`config.mk`:
```
export PLATFORM = sky130hd
export DESIGN_NAME = midi_track_event_encoder_top
export DESIGN_NICKNAME = d
export VERILOG_FILES = /design/src/rtl/mte_pkg.sv /design/src/rtl/mte_front.sv /design/src/rtl/mte_queue.sv /design/src/rtl/mte_back.sv /design/src/rtl/midi_track_event_encoder_top.sv
export SDC_FILE = /design/constraint.sdc
export NUM_CORES = 1
export LEC_CHECK = 0
export BUFFER_PORTS_ARGS = -buffer_cell sky130_fd_sc_hd__buf_2
export CORE_MARGIN = 4
export CORE_UTILIZATION = 55
export DETAILED_ROUTE_END_ITERATION = 10
export MAX_ROUTING_LAYER = met4
export PLACE_DENSITY = 0.75
export SETUP_SLACK_MARGIN = 0.1
export SLEW_MARGIN = 20
export SYNTH_ARGS = -nofsm -noshare
export SYNTH_HDL_FRONTEND = slang
export SYNTH_SLANG_ARGS = --single-unit
```
`constraint.sdc`:
```
create_clock -name clk -period 4.2 [get_ports clk]
set_clock_uncertainty 0.2 [all_clocks]
set_input_delay 0.63 -clock clk [delete_from_list [all_inputs] [get_ports clk]]
set_output_delay 0.63 -clock clk [all_outputs]
set_load 0.02 [all_outputs]
```
`src/rtl/mte_pkg.sv`:
```
// Shared types and constants for the MIDI track event encoder.
// No dependencies; imported by every module of the block.
package mte_pkg;

    // Default number of delta-time bytes (variable-length quantity)
    localparam int MAX_DELTA_BYTES_DEF = 4;

    // Descriptor queue between classifier and byte sequencer
    localparam int QUEUE_DEPTH = 2;

    // Channel voice commands; code 7 is undefined and sends only the delta time
    typedef enum logic [2:0] {
        CMD_NOTE_OFF       = 3'd0,
        CMD_NOTE_ON        = 3'd1,
        CMD_POLYTOUCH      = 3'd2,
        CMD_CONTROL_CHANGE = 3'd3,
        CMD_PROGRAM_CHANGE = 3'd4,
        CMD_AFTERTOUCH     = 3'd5,
        CMD_PITCHWHEEL     = 3'd6
    } cmd_t;

    // Data byte counts
    localparam logic [1:0] NDATA_NONE = 2'd0;
    localparam logic [1:0] NDATA_ONE  = 2'd1;
    localparam logic [1:0] NDATA_TWO  = 2'd2;

    // Everything after the delta time, as decided by the front end
    typedef struct packed {
        logic       has_status;
        logic [7:0] status;
        logic [1:0] ndata;
        logic [6:0] d1;
        logic [6:0] d2;
    } mte_ctl_t;

endpackage

```
`src/rtl/mte_front.sv`:
```
// Front end: clamps the delta time, splits it into 7-bit groups and decides
// status/data bytes under running status. Depends on mte_pkg.
module mte_front
    import mte_pkg::*;
#(
    parameter int MAX_DELTA_BYTES = MAX_DELTA_BYTES_DEF,
    localparam int DW = 7 * MAX_DELTA_BYTES,
    localparam int GW = (MAX_DELTA_BYTES > 1) ? $clog2(MAX_DELTA_BYTES) : 1
)
(
    input  logic                 clk,
    input  logic                 rst_n,
    input  logic                 accept,
    input  logic [2:0]           cmd,
    input  logic                 track_start,
    input  logic signed [28:0]   delta_time,
    input  logic [3:0]           channel,
    input  logic [6:0]           data1,
    input  logic [6:0]           data2,
    input  logic signed [13:0]   bend,
    output mte_ctl_t             ctl,
    output logic [DW-1:0]        groups,
    output logic [GW-1:0]        top_grp
);

    logic [7:0]  running_status_reg, running_status_next;
    logic        status_valid_reg, status_valid_next;
    logic [27:0] mag;
    logic [DW-1:0] dval;
    logic        eff_valid;
    logic [7:0]  status;
    logic [13:0] bend_ofs;

    assign mag = delta_time[28] ? 28'd0 : delta_time[27:0];

    // saturate to what fits in the configured byte count
    generate
        if (DW > 28) begin : g_wide
            assign dval = {{(DW-28){1'b0}}, mag};
        end else if (DW == 28) begin : g_exact
            assign dval = mag;
        end else begin : g_sat
            assign dval = (|mag[27:DW]) ? {DW{1'b1}} : mag[DW-1:0];
        end
    endgenerate

    assign groups = dval;

    always_comb
    begin
        top_grp = '0;
        for (int g = 1; g < MAX_DELTA_BYTES; g++)
        begin
            if (dval[7*g +: 7] != 7'd0)
                top_grp = GW'(g);
        end
    end

    // 0x80 | cmd << 4 | channel
    assign status    = {1'b1, cmd, channel};
    assign eff_valid = status_valid_reg && !track_start;
    // +8192 on a 14-bit two's complement value flips the sign bit
    assign bend_ofs  = {~bend[13], bend[12:0]};

    always_comb
    begin
        ctl.status     = status;
        ctl.has_status = !(eff_valid && (status == running_status_reg));
        ctl.ndata      = NDATA_TWO;
        ctl.d1         = data1;
        ctl.d2         = data2;
        unique case (cmd)
            CMD_NOTE_OFF, CMD_NOTE_ON, CMD_POLYTOUCH, CMD_CONTROL_CHANGE:
            begin
                ctl.ndata = NDATA_TWO;
            end
            CMD_PROGRAM_CHANGE, CMD_AFTERTOUCH:
            begin
                ctl.ndata = NDATA_ONE;
            end
            CMD_PITCHWHEEL:
            begin
                ctl.ndata = NDATA_TWO;
                ctl.d1    = bend_ofs[6:0];
                ctl.d2    = bend_ofs[13:7];
            end
            default:
            begin
                ctl.ndata      = NDATA_NONE;
                ctl.has_status = 1'b0;
            end
        endcase
    end

    always_comb
    begin
        running_status_next = running_status_reg;
        status_valid_next   = status_valid_reg;
        if (accept)
        begin
            status_valid_next = eff_valid;
            if (ctl.ndata != NDATA_NONE)
            begin
                running_status_next = status;
                status_valid_next   = 1'b1;
            end
        end
    end

    always_ff @(posedge clk or negedge rst_n)
    begin
        if (!rst_n)
        begin
            running_status_reg <= 8'd0;
            status_valid_reg   <= 1'b0;
        end
        else
        begin
            running_status_reg <= running_status_next;
            status_valid_reg   <= status_valid_next;
        end
    end

endmodule

```
`src/rtl/mte_queue.sv`:
```
// Small flip-flop FIFO carrying event descriptors from front to back end.
// Depends on mte_pkg.
module mte_queue
    import mte_pkg::*;
#(
    parameter int WIDTH = 8,
    parameter int DEPTH = QUEUE_DEPTH,
    localparam int AW = (DEPTH > 1) ? $clog2(DEPTH) : 1,
    localparam int CW = $clog2(DEPTH + 1)
)
(
    input  logic             clk,
    input  logic             rst_n,
    input  logic             wr_en,
    input  logic [WIDTH-1:0] wr_data,
    output logic             full,
    input  logic             rd_en,
    output logic [WIDTH-1:0] rd_data,
    output logic             empty
);

    logic [WIDTH-1:0] mem_reg [DEPTH];
    logic [AW-1:0]    wr_ptr_reg, rd_ptr_reg;
    logic [CW-1:0]    count_reg;
    logic             do_wr, do_rd;

    assign full    = (count_reg == CW'(DEPTH));
    assign empty   = (count_reg == '0);
    assign do_wr   = wr_en && !full;
    assign do_rd   = rd_en && !empty;
    assign rd_data = mem_reg[rd_ptr_reg];

    always_ff @(posedge clk)
    begin
        if (do_wr)
            mem_reg[wr_ptr_reg] <= wr_data;
    end

    always_ff @(posedge clk or negedge rst_n)
    begin
        if (!rst_n)
        begin
            wr_ptr_reg <= '0;
            rd_ptr_reg <= '0;
            count_reg  <= '0;
        end
        else
        begin
            if (do_wr)
                wr_ptr_reg <= (wr_ptr_reg == AW'(DEPTH - 1)) ? '0 : wr_ptr_reg + 1'b1;
            if (do_rd)
                rd_ptr_reg <= (rd_ptr_reg == AW'(DEPTH - 1)) ? '0 : rd_ptr_reg + 1'b1;
            if (do_wr && !do_rd)
                count_reg <= count_reg + 1'b1;
            else if (do_rd && !do_wr)
                count_reg <= count_reg - 1'b1;
        end
    end

endmodule

```
`src/rtl/mte_back.sv`:
```
// Back end: walks one descriptor byte by byte (delta groups, status, data)
// into the output register. Depends on mte_pkg.
module mte_back
    import mte_pkg::*;
#(
    parameter int MAX_DELTA_BYTES = MAX_DELTA_BYTES_DEF,
    localparam int DW = 7 * MAX_DELTA_BYTES,
    localparam int GW = (MAX_DELTA_BYTES > 1) ? $clog2(MAX_DELTA_BYTES) : 1
)
(
    input  logic          clk,
    input  logic          rst_n,
    input  logic          q_empty,
    input  mte_ctl_t      q_ctl,
    input  logic [DW-1:0] q_groups,
    input  logic [GW-1:0] q_top,
    output logic          q_pop,
    output logic          empty,
    input  logic          pop,
    output logic [7:0]    byte_out,
    output logic          last
);

    typedef enum logic [1:0] {
        PH_DELTA,
        PH_STATUS,
        PH_D1,
        PH_D2
    } phase_t;

    phase_t        phase_reg, phase_next;
    logic          cur_valid_reg, cur_valid_next;
    mte_ctl_t      cur_ctl_reg, cur_ctl_next;
    logic [DW-1:0] cur_groups_reg, cur_groups_next;
    logic [GW-1:0] grp_reg, grp_next;
    logic          out_valid_reg, out_valid_next;
    logic [7:0]    byte_reg, byte_next;
    logic          last_reg, last_next;

    logic [6:0]    grp_byte;
    logic          adv;
    logic          last_b;

    assign empty    = !out_valid_reg;
    assign byte_out = byte_reg;
    assign last     = last_reg;

    always_comb
    begin
        grp_byte = 7'd0;
        for (int g = 0; g < MAX_DELTA_BYTES; g++)
        begin
            if (grp_reg == GW'(g))
                grp_byte = cur_groups_reg[7*g +: 7];
        end
    end

    assign adv = cur_valid_reg && (!out_valid_reg || pop);

    always_comb
    begin
        phase_next      = phase_reg;
        cur_valid_next  = cur_valid_reg;
        cur_ctl_next    = cur_ctl_reg;
        cur_groups_next = cur_groups_reg;
        grp_next        = grp_reg;
        out_valid_next  = out_valid_reg;
        byte_next       = byte_reg;
        last_next       = last_reg;
        last_b          = 1'b0;

        if (out_valid_reg && pop)
            out_valid_next = 1'b0;

        if (adv)
        begin
            unique case (phase_reg)
                PH_DELTA:
                begin
                    // continuation bit on every delta byte but the lowest
                    byte_next = {grp_reg != '0, grp_byte};
                    last_b    = (grp_reg == '0) && (cur_ctl_reg.ndata == NDATA_NONE);
                    if (grp_reg != '0)
                        grp_next = grp_reg - 1'b1;
                    else if (cur_ctl_reg.has_status)
                        phase_next = PH_STATUS;
                    else
                        phase_next = PH_D1;
                end
                PH_STATUS:
                begin
                    byte_next  = cur_ctl_reg.status;
                    phase_next = PH_D1;
                end
                PH_D1:
                begin
                    byte_next  = {1'b0, cur_ctl_reg.d1};
                    last_b     = (cur_ctl_reg.ndata == NDATA_ONE);
                    phase_next = PH_D2;
                end
                PH_D2:
                begin
                    byte_next = {1'b0, cur_ctl_reg.d2};
                    last_b    = 1'b1;
                end
                default:
                begin
                    last_b = 1'b1;
                end
            endcase
            out_valid_next = 1'b1;
            last_next      = last_b;
            if (last_b)
                cur_valid_next = 1'b0;
        end

        q_pop = (!cur_valid_reg || (adv && last_b)) && !q_empty;
        if (q_pop)
        begin
            cur_valid_next  = 1'b1;
            cur_ctl_next    = q_ctl;
            cur_groups_next = q_groups;
            grp_next        = q_top;
            phase_next      = PH_DELTA;
        end
    end

    always_ff @(posedge clk or negedge rst_n)
    begin
        if (!rst_n)
        begin
            phase_reg      <= PH_DELTA;
            cur_valid_reg  <= 1'b0;
            cur_ctl_reg    <= '0;
            cur_groups_reg <= '0;
            grp_reg        <= '0;
            out_valid_reg  <= 1'b0;
            byte_reg       <= 8'd0;
            last_reg       <= 1'b0;
        end
        else
        begin
            phase_reg      <= phase_next;
            cur_valid_reg  <= cur_valid_next;
            cur_ctl_reg    <= cur_ctl_next;
            cur_groups_reg <= cur_groups_next;
            grp_reg        <= grp_next;
            out_valid_reg  <= out_valid_next;
            byte_reg       <= byte_next;
            last_reg       <= last_next;
        end
    end

endmodule

```
`src/rtl/midi_track_event_encoder_top.sv`:
```
// MIDI track event encoder: one channel voice event in, its SMF track bytes out.
// First byte path on an idle block: queue entry, current descriptor, output register.
// Throughput: one output byte per cycle while pop drains the output register; an event
// is 1 to 3+MAX_DELTA_BYTES bytes (delta bytes + optional status + 0 to 2 data bytes).
// Input beats are taken every cycle until the 2-entry descriptor queue fills.
// Reset (rst_n, async): queue and output empty, running status cleared.
module midi_track_event_encoder_top
    import mte_pkg::*;
#(
    parameter int MAX_DELTA_BYTES = MAX_DELTA_BYTES_DEF,
    localparam int DW = 7 * MAX_DELTA_BYTES,
    localparam int GW = (MAX_DELTA_BYTES > 1) ? $clog2(MAX_DELTA_BYTES) : 1,
    localparam int QW = $bits(mte_ctl_t) + DW + GW
)
(
    input  logic               clk,
    input  logic               rst_n,
    input  logic               push,
    output logic               full,
    input  logic [2:0]         cmd,
    input  logic               track_start,
    input  logic signed [28:0] delta_time,
    input  logic [3:0]         channel,
    input  logic [6:0]         data1,
    input  logic [6:0]         data2,
    input  logic signed [13:0] bend,
    output logic               empty,
    input  logic               pop,
    output logic [7:0]         byte_out,
    output logic               last
);

    logic          accept;
    mte_ctl_t      f_ctl, q_ctl;
    logic [DW-1:0] f_groups, q_groups;
    logic [GW-1:0] f_top, q_top;
    logic [QW-1:0] q_rdata;
    logic          q_empty, q_pop;

    assign accept = push && !full;

    mte_front #(
        .MAX_DELTA_BYTES (MAX_DELTA_BYTES)
    ) u_front (
        .clk         (clk),
        .rst_n       (rst_n),
        .accept      (accept),
        .cmd         (cmd),
        .track_start (track_start),
        .delta_time  (delta_time),
        .channel     (channel),
        .data1       (data1),
        .data2       (data2),
        .bend        (bend),
        .ctl         (f_ctl),
        .groups      (f_groups),
        .top_grp     (f_top)
    );

    mte_queue #(
        .WIDTH (QW),
        .DEPTH (QUEUE_DEPTH)
    ) u_queue (
        .clk     (clk),
        .rst_n   (rst_n),
        .wr_en   (push),
        .wr_data ({f_ctl, f_groups, f_top}),
        .full    (full),
        .rd_en   (q_pop),
        .rd_data (q_rdata),
        .empty   (q_empty)
    );

    assign {q_ctl, q_groups, q_top} = q_rdata;

    mte_back #(
        .MAX_DELTA_BYTES (MAX_DELTA_BYTES)
    ) u_back (
        .clk      (clk),
        .rst_n    (rst_n),
        .q_empty  (q_empty),
        .q_ctl    (q_ctl),
        .q_groups (q_groups),
        .q_top    (q_top),
        .q_pop    (q_pop),
        .empty    (empty),
        .pop      (pop),
        .byte_out (byte_out),
        .last     (last)
    );

endmodule
```
==> out/summary.txt, run 1 <==
Main synth FF type - edfxtp_1
H-tree depth reported by CTS - 4
DP Worst Slack - 1.03 ns
area delta synth->final - 15.0%
die height - 129 um
Crit Path Max Fanout - 22
Setup Viol. Count Final - 0
Core ar. - 0.0141 mm^2
max reg flops - 108
clock sink count - 189
Tmin final - 2.98 ns
largest cells by area after synthesis - edfxtp_1, dfrtp_1, mux2_2, nor2b_1, ha_1
vias per cell - 5.67
CTS max path bufs - 2
Final Max Tran Viols - 0
Static Leak - 3.59 nW
outcome - completed
area leader, netlist - edfxtp_1
PortBufs - 79
Final Hold Vio Count - 0
DRC - 0
final worst slack - 1.22 ns
Antenna Cells - 0
HP Class - in2async
number of flops mapped to enable cells by yosys - 108
Worst-Skew Late Latency - 0.43 ns
startpoint types - flip-flop
worst setup path class - reg2reg
Mean Syn Cell Area - 15.4 um^2
DR vias - 4,486
GPL Wtd Cong - 0.875
TritonCTS Buffers - 17
Layout Nets - 678
Iter 0 DRT Violations - 333
syn nets - 605
worst path arrival time - 3.13 ns
layout cell share with drive strength beyond 1 - 39.3%
drt wl/cell - 19.2 um
final std cells w/o fill - 791
Cells after Synth - 525
R2R setup slack - 1.22 ns
CTS root buf - clkbuf_16
cts hold-fix bufs - 0
initial core utilization - 57.2%
row cnt - 43
CP endpoint kind - flip-flop
Multi-input gate area - 0.00265 mm^2
Horiz. Die Dim - 129 um
Fin Setup TNS - 0 ns
Distinct cells, synth - 46
flops & latches, synth - 189
RR Endpoint - u_queue.count_reg[1]
Ys Warns - 0
unrepaired setup endpoints after global routing - no
TritonCTS clock tree - yes
synthesized cell area - 0.00807 mm^2
clk slew on worst S/H paths - 0.07 ns
relative slew slack - 37.9%
Tcrit/Tclk final - 70.8%
Worst Tran Pin Value - 0.931 ns
PwrDens - 746 mW/mm^2
sequential area share after synthesis - 65.3%
# resized after CTS - 0
gr ovfl total - 0
fmax - 336 MHz
vias in the first global route - 4,586
initial antenna violation count - 0
DRT Pass-1 Iters - 4
detailed placement HPWL - 10.0 mm
fillcell total - 1,002
global-route wire length before repair - 24.1 mm
largest net degree at the start of global routing - 82
Worst Path Required - 4.35 ns
buffer count from post-CTS setup fixing - 0
RR Startpoint - u_back.phase_reg[0]
top cell type's share of synthesized area - 40.2%
Post-synth ARST share - 42.9%
MaxCap Viol Count - 0
final WL - 15.2 mm
Reg2Reg Depth - 8
GR Util All Layers - 19.6%
IO Count - 80
Peak supply drop - 0.366 mV
Storage cell area - 0.00527 mm^2
die area - 0.0167 mm^2
Placed Cells incl. Taps - 759
Detail Route Antenna Nets - 0
[cells in the mapped netlist, drive strengths merged (5+ instances only)]
library cell	number
xor2	5
nor2	6
a21oi	16
a22o	7
nand2	18
dfrtp	81
o311ai	7
a22oi	7
nor2b	37
mux2	124
inv	10
edfxtp	108
a221oi	7
clkbuf	21
ha	11
buf	8
xnor2	8
[cell usage in the layout (no fill, tap or decap), drive strengths merged, types with 3 or more instances in the layout]
cell    instances
clkinv          6
a21oi          16
o311ai          7
mux2          124
nand2b          4
nand2          18
inv            13
mux2i           3
xnor2           8
edfxtp        108
clkbuf         18
nor2b          37
nor3            4
buf            83
ha             11
dfrtp          81
or2             4
a221oi          7
nor2            6
bufinv          5
a22oi           7
a22o            7
o22a            3
xor2            5
nor4            4
[worst max path at each step]
stage	startpoint	endpoint	slack [ns]	depth (start not counted)
after detailed placement	pop	u_queue.count_reg[1]	1.03	9
after CTS	u_back.phase_reg[0]	u_queue.count_reg[1]	1.22	8
final	u_back.phase_reg[0]	u_queue.count_reg[1]	1.22	8
after floorplan	push	u_queue.mem_reg[0][0]	0.49	2
after global placement	pop	u_queue.count_reg[1]	1.14	9
after global routing	u_back.phase_reg[0]	u_queue.count_reg[1]	1.02	8
[logic make-up (layout without fill, tap and decap cells)]
| logic type | Yosys count | after routing | share of synthesized area (%) |
|---|---|---|---|
| AND/OR/NAND/NOR | 86 | 86 | 6.06 |
| flip-flops | 189 | 189 | 65.3 |
| AO/OA/AOI/OAI | 60 | 60 | 5.60 |
| multiplexers | 127 | 127 | 17.7 |
| XOR/XNOR | 13 | 13 | 1.41 |
| buffers and inverters | 39 | 125 | 2.22 |
| adder cells (fa/ha/maj) | 11 | 11 | 1.71 |
[metrics by stage]
| stage | util (%) | cell area (um^2) | hold WS [ns] | total power [mW] |
|---|---|---|---|---|
| floorplan | - | 8070 | 0.134 | 4.61 |
| global route | 65.8 | 9280 | 0.105 | 7.28 |
| global placement | 61.2 | 8630 | 0.252 | 5.10 |
| finish | 65.8 | 9280 | 0.00573 | 6.92 |
| detailed placement | 61.2 | 8630 | 0.257 | 5.21 |
| CTS | 65.8 | 9280 | 0.205 | 6.98 |
[metal layers]
metal  wire length [um]  share of wire (%)  vias to the layer above  global-route usage, %
met5                  0                  0                        -                      -
met4                199                1.3                        0                   6.30
met3                681                4.5                       13                   3.96
met2               7190                 47                      110                   29.5
met1               7100                 47                     2250                   27.3
li1                   -                  -                     2113                      -
[power by group]
part	switching [mW]	leakage, nW	internal [mW]
clock network	0.686	0.314	1.06
registers	0.399	1.96	2.65
logic	1.05	1.32	1.08
total	2.13	3.59	4.79
[final cells by class]
type,count,share of cell area (%)
multi-input cells,297,28.5
repair buffers,83,4.92
well taps,180,2.43
flip-flops and latches,189,56.8
clock buffers,18,4.62
clock inverters,14,2.32
inverters,10,0.404
[worst max-delay path, cell delays in order (launching register included)]
cell      delay [ns]
dfrtp_1         0.41
ha_1            0.43
or3b_1          0.43
o221ai_4        0.68
inv_1           0.11
ha_1            0.22
xor2_1          0.14
nor2_1          0.13
xor2_1          0.16
Power figures use the tool's default switching activity.
==> run 2: changes to the inputs <==
- ABC_AREA: default -> 1
- CORE_UTILIZATION: 55 -> 53
- clock period: 4.2 -> 2.6 ns (I/O delays scaled with it)
==> out/summary.txt, run 2 <==
detailed placement HPWL - 10.8 mm (was 10.0 mm)
Post-synth top cells - nand2_1, edfxtp_1, dfrtp_1, inv_1, mux2i_1 (was mux2_2, edfxtp_1, dfrtp_1, nor2b_1, clkbuf_1)
Tcrit/Tclk final - 87.6% (was 70.8%)
Sw Share - 36.6% (was 30.8%)
drt wl/cell - 15.6 um (was 19.2 um)
relative slew slack - 58.5% (was 37.9%)
number of flops mapped to enable cells by yosys - 108 (unchanged)
final std cells w/o fill - 1,007 (was 791)
CTS root buf - clkbuf_16 (unchanged)
clock share of power - 22.7% (was 25.2%)
initial core utilization - 53.9% (was 57.2%)
global-route wire length before repair - 25.6 mm (was 24.1 mm)
Placed Cells incl. Taps - 970 (was 759)
Worst Tran Pin Value - 0.622 ns (was 0.931 ns)
Detail Route Antenna Nets - 0 (unchanged)
TritonCTS Buffers - 17 (unchanged)
GR Util All Layers - 19.1% (was 19.6%)
PortBufs - 79 (unchanged)
HP Class - in2reg (was in2async)
top-count cell post-synth - nand2_1 (was mux2_2)
row cnt - 45 (was 43)
commonest cells after routing, fill and taps aside - nand2_1, edfxtp_1, dfrtp_1 (was mux2_2, edfxtp_1, dfrtp_1)
worst setup path class - reg2reg (unchanged)
Iter 0 DRT Violations - 533 (was 333)
die height - 132 um (was 129 um)
IO Count - 80 (unchanged)
fmax - 439 MHz (was 336 MHz)
top cell type's share of synthesized area - 39.6% (was 40.2%)
CP endpoint kind - flip-flop (unchanged)
clock sink count - 189 (unchanged)
worst path arrival time - 2.39 ns (was 3.13 ns)
layout cell share with drive strength beyond 1 - 21.1% (was 39.3%)
Worst Path Required - 2.71 ns (was 4.35 ns)
Distinct cells, synth - 33 (was 46)
clk slew on worst S/H paths - 0.07 ns (about the same)
max reg flops - 108 (unchanged)
H-tree depth reported by CTS - 4 (unchanged)
sequential area share after synthesis - 64.3% (was 65.3%)
unrepaired setup endpoints after global routing - no (unchanged)
outcome - completed (unchanged)
Horiz. Die Dim - 132 um (was 129 um)
part of the power in registers - 43.1% (was 44.0%)
Crit Path Max Fanout - 5 (was 22)
buffer count from post-CTS setup fixing - 0 (unchanged)
initial antenna violation count - 0 (unchanged)
NetSw - 4.11 mW (was 2.13 mW)
Pint - 7.12 mW (was 4.79 mW)
# resized after CTS - 0 (unchanged)
Ys Warns - 0 (unchanged)
vias in the first global route - 5,189 (was 4,586)
startpoint types - flip-flop (unchanged)
die area - 0.0175 mm^2 (was 0.0167 mm^2)
synthesized cell area - 0.00820 mm^2 (was 0.00807 mm^2)
Core ar. - 0.0152 mm^2 (was 0.0141 mm^2)
vias per cell - 5.16 (was 5.67)
fillcell total - 1,172 (was 1,002)
Setup Viol. Count Final - 0 (unchanged)
Post-synth ARST share - 42.9% (unchanged)
MaxCap Viol Count - 0 (unchanged)
CTS max path bufs - 2 (unchanged)
syn nets - 797 (was 605)
Worst-Skew Late Latency - 0.43 ns (about the same)
Antenna Cells - 0 (unchanged)
Final Hold Vio Count - 0 (unchanged)
Layout Nets - 886 (was 678)
commonest non-fill, non-tap cell in the layout - nand2_1 (was mux2_2)
total chip power - 11.2 mW (was 6.92 mW)
largest net degree at the start of global routing - 84 (was 82)
area leader, netlist - edfxtp_1 (unchanged)
Final Max Tran Viols - 0 (unchanged)
Peak supply drop - 0.743 mV (was 0.366 mV)
DR vias - 5,201 (was 4,486)
Mean Syn Cell Area - 11.4 um^2 (was 15.4 um^2)
Cells after Synth - 717 (was 525)
gr ovfl total - 0 (unchanged)
TritonCTS clock tree - yes (unchanged)
PwrDens - 1190 mW/mm^2 (was 746 mW/mm^2)
combinational power share - 34.2% (was 30.8%)
flops & latches, synth - 189 (unchanged)
Tmin final - 2.28 ns (was 2.98 ns)
DRC - 0 (unchanged)
area delta synth->final - 15.1% (was 15.0%)
DRT Pass-1 Iters - 4 (unchanged)
largest cells by area after synthesis - edfxtp_1, dfrtp_1, nand2_1, mux2i_1, inv_1 (was edfxtp_1, dfrtp_1, mux2_2, nor2b_1, ha_1)
Static Leak - 4.21 nW (was 3.59 nW)
Main synth FF type - edfxtp_1 (unchanged)
final WL - 15.7 mm (was 15.2 mm)
GPL Wtd Cong - 0.856 (was 0.875)
[run 2: cell types whose count changed after synthesis, moves of 8 or more]
cell,delta
o21ai_0,+19
o21ai_1,+28
buf_6,+9
mux2_2,-105
buf_2,+8
nor2b_1,-37
mux2i_1,+50
a21oi_1,+17
nand3_1,+14
inv_1,+59
clkbuf_1,-11
o21ai_2,+23
nand2_1,+139
nor2_1,+45
[run 2: worst max-delay path, stage by stage (launching register included)]
cell and delay (ns):
dfrtp_1 0.42, inv_1 0.14, ha_1 0.22, nand2_2 0.06, nand2_1 0.05, nand3_1 0.06
nand2_1 0.07, nand2_2 0.07, nand2_4 0.10, nand2_4 0.07, ha_1 0.31, a21oi_1 0.12
o21ai_0 0.12, xor2_1 0.16
[run 2: final timing paths]
| path | start | end | slack (ns) | cells after the start |
|---|---|---|---|---|
| setup / recovery | u_back.phase_reg[1] | u_queue.count_reg[1] | 0.32 | 13 |
| hold / removal | cmd[2] | u_queue.mem_reg[0][52] | 0.03 | 1 |
| setup reg to reg | u_back.phase_reg[1] | u_queue.count_reg[1] | 0.32 | 13 |
| hold reg to reg | u_back.cur_ctl_reg[23] | u_back.cur_ctl_reg[23] | 0.27 | 2 |
| max in group asynchronous | rst_n | u_back.cur_ctl_reg[17] | 1.28 | 3 |
| min in group asynchronous | rst_n | u_front.running_status_reg[7] | 0.28 | 2 |
[run 2: metal layers]
metal / routed length, um / track usage, % / part of all wire, % / vias to the layer above
met5: 0 / - / 0 / -
met4: 310 / 7.68 / 2.0 / 0
met3: 608 / 3.70 / 3.9 / 28
met2: 7260 / 28.1 / 46 / 129
met1: 7490 / 26.4 / 48 / 2459
li1: - / - / - / 2585
[run 2: logic make-up after synthesis]
logic type,synth area share (%)
adders and majority gates,1.68
and+or+nand+nor,11.2
buffers and inverters,5.88
muxes,8.40
DFF,64.3
AOI/OAI and AO/OA,8.05
xor gates and xnor gates,0.534
[run 2: metrics by stage]
stage / instance area (um^2) / hold slack [ns] / TNS [ns] / worst slack, ns / util, %
2_1_floorplan: 8200 / -0.106 / -6.42 / -0.0689 / -
3_3_place_gp: 8800 / 0.206 / 0 / 0.394 / 57.9
3_5_place_dp: 8800 / 0.212 / 0 / 0.357 / 57.9
4_1_cts: 9440 / 0.0117 / 0 / 0.299 / 62.1
5_1_grt: 9440 / 0.0169 / 0 / 0.140 / 62.1
6_report: 9440 / 0.0259 / 0 / 0.322 / 62.1
[run 2: repair_timing]
action,CTS,global route
hold endpoints to repair,47,0
hold buffers,5,0
endpoints found under the setup margin,0,0
[run 2: area by class of cell]
cell class | count | area (um^2) | share of cell area (%)
Clock inverter | 15 | 161 | 1.71
Inverter | 70 | 263 | 2.78
Clock buffer | 17 | 425 | 4.51
Sequential cell | 189 | 5270 | 55.9
Tap cell | 188 | 235 | 2.49
Multi-Input combinational cell | 426 | 2460 | 26.1
Timing Repair Buffer | 102 | 621 | 6.58
[run 2: power groups by stage]
stage | Clock (mW) | Combinational, mW | Sequential (mW)
2_1_floorplan | 0 | 3.04 | 4.74
3_3_place_gp | 0 | 3.71 | 4.83
3_5_place_dp | 0 | 3.83 | 4.87
4_1_cts | 2.59 | 3.88 | 4.83
5_1_grt | 2.72 | 4.32 | 4.94
6_report | 2.55 | 3.84 | 4.83
==> run 3: changes to the inputs <==
- CORE_UTILIZATION: 53 -> 54
- HOLD_SLACK_MARGIN: default -> 0.06
- PLACE_DENSITY: 0.75 -> 0.76
- SYNTH_HIERARCHICAL: default -> 1
==> out/summary.txt, run 3 <==
worst setup path class - reg2reg (unchanged)
initial antenna violation count - 0 (unchanged)
largest net degree at the start of global routing - 58 (was 84)
Post-synth ARST share - 42.4% (was 42.9%)
clock sink count - 191 (was 189)
max reg flops - 110 (was 108)
Worst Tran Pin Value - 0.700 ns (was 0.622 ns)
Final Hold Vio Count - 0 (unchanged)
Setup Viol. Count Final - 0 (unchanged)
Core ar. - 0.0159 mm^2 (was 0.0152 mm^2)
R2R setup slack - 0.32 ns (about the same)
flops & latches, synth - 191 (was 189)
Crit Path Max Fanout - 6 (was 5)
area delta synth->final - 11.8% (was 15.1%)
Detail Route Antenna Nets - 0 (unchanged)
MaxCap Viol Count - 0 (unchanged)
gr ovfl total - 0 (unchanged)
top-count cell post-synth - nand2_1 (unchanged)
DR vias - 6,268 (was 5,201)
Cells after Synth - 945 (was 717)
CP endpoint kind - flip-flop (unchanged)
clk slew on worst S/H paths - 0.07 ns (about the same)
row cnt - 46 (was 45)
Mean Syn Cell Area - 9.35 um^2 (was 11.4 um^2)
die height - 136 um (was 132 um)
Worst Path Required - 2.72 ns (was 2.71 ns)
Tmin final - 2.28 ns (about the same)
DRT Pass-1 Iters - 7 (was 4)
CTS root buf - clkbuf_16 (unchanged)
HP Class - in2reg (unchanged)
H-tree depth reported by CTS - 4 (unchanged)
Multi-input gate area - 0.00280 mm^2 (was 0.00246 mm^2)
Iter 0 DRT Violations - 459 (was 533)
largest cells by area after synthesis - edfxtp_1, dfrtp_1, nand2_1, nand3_1, inv_1 (was edfxtp_1, dfrtp_1, nand2_1, mux2i_1, inv_1)
TritonCTS Buffers - 17 (unchanged)
TritonCTS clock tree - yes (unchanged)
Layout Nets - 1,093 (was 886)
GPL Wtd Cong - 0.876 (was 0.856)
Tcrit/Tclk final - 87.7% (was 87.6%)
area leader, netlist - edfxtp_1 (unchanged)
Main synth FF type - edfxtp_1 (unchanged)
vias per cell - 5.04 (was 5.16)
commonest cells after routing, fill and taps aside - nand2_1, edfxtp_1, dfrtp_1 (unchanged)
Antenna Cells - 0 (unchanged)
fillcell total - 1,312 (was 1,172)
total chip power - 11.3 mW (was 11.2 mW)
Static Leak - 4.80 nW (was 4.21 nW)
Final Max Tran Viols - 0 (unchanged)
CTS max path bufs - 2 (unchanged)
global-route wire length before repair - 30.4 mm (was 25.6 mm)
relative slew slack - 53.3% (was 58.5%)
initial core utilization - 55.4% (was 53.9%)
drt wl/cell - 14.8 um (was 15.6 um)
worst path arrival time - 2.40 ns (was 2.39 ns)
GR Util All Layers - 21.7% (was 19.1%)
Ys Warns - 6 (was 0)
fmax - 439 MHz (about the same)
DRC - 0 (unchanged)
vias in the first global route - 6,084 (was 5,189)
die area - 0.0185 mm^2 (was 0.0175 mm^2)
top cell type's share of synthesized area - 37.4% (was 39.6%)
synthesized cell area - 0.00884 mm^2 (was 0.00820 mm^2)
Fin Setup TNS - 0 ns (unchanged)
commonest non-fill, non-tap cell in the layout - nand2_1 (unchanged)
Storage cell area - 0.00533 mm^2 (was 0.00527 mm^2)
layout cell share with drive strength beyond 1 - 16.9% (was 21.1%)
outcome - completed (unchanged)
PwrDens - 1140 mW/mm^2 (was 1190 mW/mm^2)
Worst-Skew Late Latency - 0.43 ns (about the same)
Peak supply drop - 0.678 mV (was 0.743 mV)
Distinct cells, synth - 27 (was 33)
sequential area share after synthesis - 60.3% (was 64.3%)
detailed placement HPWL - 12.0 mm (was 10.8 mm)
syn nets - 1,024 (was 797)
number of flops mapped to enable cells by yosys - 110 (was 108)
IO Count - 80 (unchanged)
buffer count from post-CTS setup fixing - 0 (unchanged)
final WL - 18.4 mm (was 15.7 mm)
Post-synth top cells - nand2_1, edfxtp_1, dfrtp_1, inv_1, nand3_1 (was nand2_1, edfxtp_1, dfrtp_1, inv_1, mux2i_1)
PortBufs - 79 (unchanged)
Horiz. Die Dim - 136 um (was 132 um)
unrepaired setup endpoints after global routing - no (unchanged)
Util after Layout - 62.0% (was 62.1%)
startpoint types - flip-flop (unchanged)
run 3: changes by cell type after synthesis, sizes merged, moves of 15 or more:
cell | previous run | this run
buf | 22 | 41
inv | 70 | 85
mux2i | 53 | 0
nand2 | 161 | 403
nand3 | 14 | 71
o21ai | 72 | 20
run 3: where the power goes:
group          switching (mW)  leakage [nW]  total (mW)  internal (mW)
Combinational            2.87          2.51        4.14           1.27
Clock                    1.08         0.259        2.40           1.32
Sequential              0.471          2.03        4.73           4.26
Total                    4.42          4.80        11.3           6.85
run 3: through the flow:
step	area [um^2]	worst slack (ns)	std cells	hold WS, ns
after floorplan	8850	0.174	945	-0.106
after global placement	9250	0.390	1202	0.110
after detailed placement	9250	0.299	1202	0.119
after CTS	9880	0.290	1243	0.0601
after global routing	9880	0.107	1243	0.0602
final	9880	0.320	1243	0.0746
run 3: logic make-up after synthesis:
| family | Yosys count | synth area share, % |
|---|---|---|
| compound gates | 55 | 3.13 |
| other cells | 1 | 0.0424 |
| xor+xnor | 1 | 0.0991 |
| mux | 13 | 2.00 |
| fa+ha+maj | 10 | 1.42 |
| buf+inv | 138 | 8.13 |
| flops | 191 | 60.3 |
| simple gates | 536 | 24.9 |
run 3: critical path, stage by stage (launching register included):
cell and delay (ns):
dfrtp_1 0.42, inv_1 0.12, ha_2 0.24, nand2_1 0.07, nand2_1 0.06, nand3_1 0.06, nand2_1 0.07, nand2_2 0.07
nand2_4 0.07, nand2_4 0.04, inv_2 0.04, o21ai_0 0.10, ha_1 0.32, inv_1 0.08, nand3_1 0.09, nand2_1 0.07
nand2_1 0.05
run 3: final timing paths:
path,start,to,cells after the start
min,bend[5],u_queue/mem_reg[1][42],2
min in group asynchronous,rst_n,u_back/cur_ctl_reg[20],2
max in group asynchronous,rst_n,u_back/cur_groups_reg[1],3
max reg2reg,u_back/phase_reg[0],u_queue/count_reg[1],16
min reg2reg,u_front/running_status_reg[7],u_front/running_status_reg[7],2
max,u_back/phase_reg[0],u_queue/count_reg[1],16
run 3: layer usage:
layer	vias to the layer above	wire length [um]	part of all wire (%)	track usage [%]
met2	170	8530	46	32.4
met1	2940	8680	47	30.0
met3	24	913	5.0	4.26
met5	-	0	0	-
li1	3134	-	-	-
met4	0	280	1.5	7.61
run 3: final cells by class:
| cell class | instances | share of cell area (%) |
|---|---|---|
| timing repair buffer | 103 | 6.33 |
| sequential | 191 | 53.9 |
| tap | 216 | 2.73 |
| clock buffer | 18 | 4.44 |
| inverter | 85 | 3.23 |
| multi-input combinational | 616 | 28.3 |
| clock inverter | 14 | 1.01 |
run 3: repair_timing:
item | CTS | global route
setup endpoints to repair | 0 | 1
hold buffers | 9 | 0
resized for setup | 0 | 1
endpoints found under the hold margin | 96 | 0
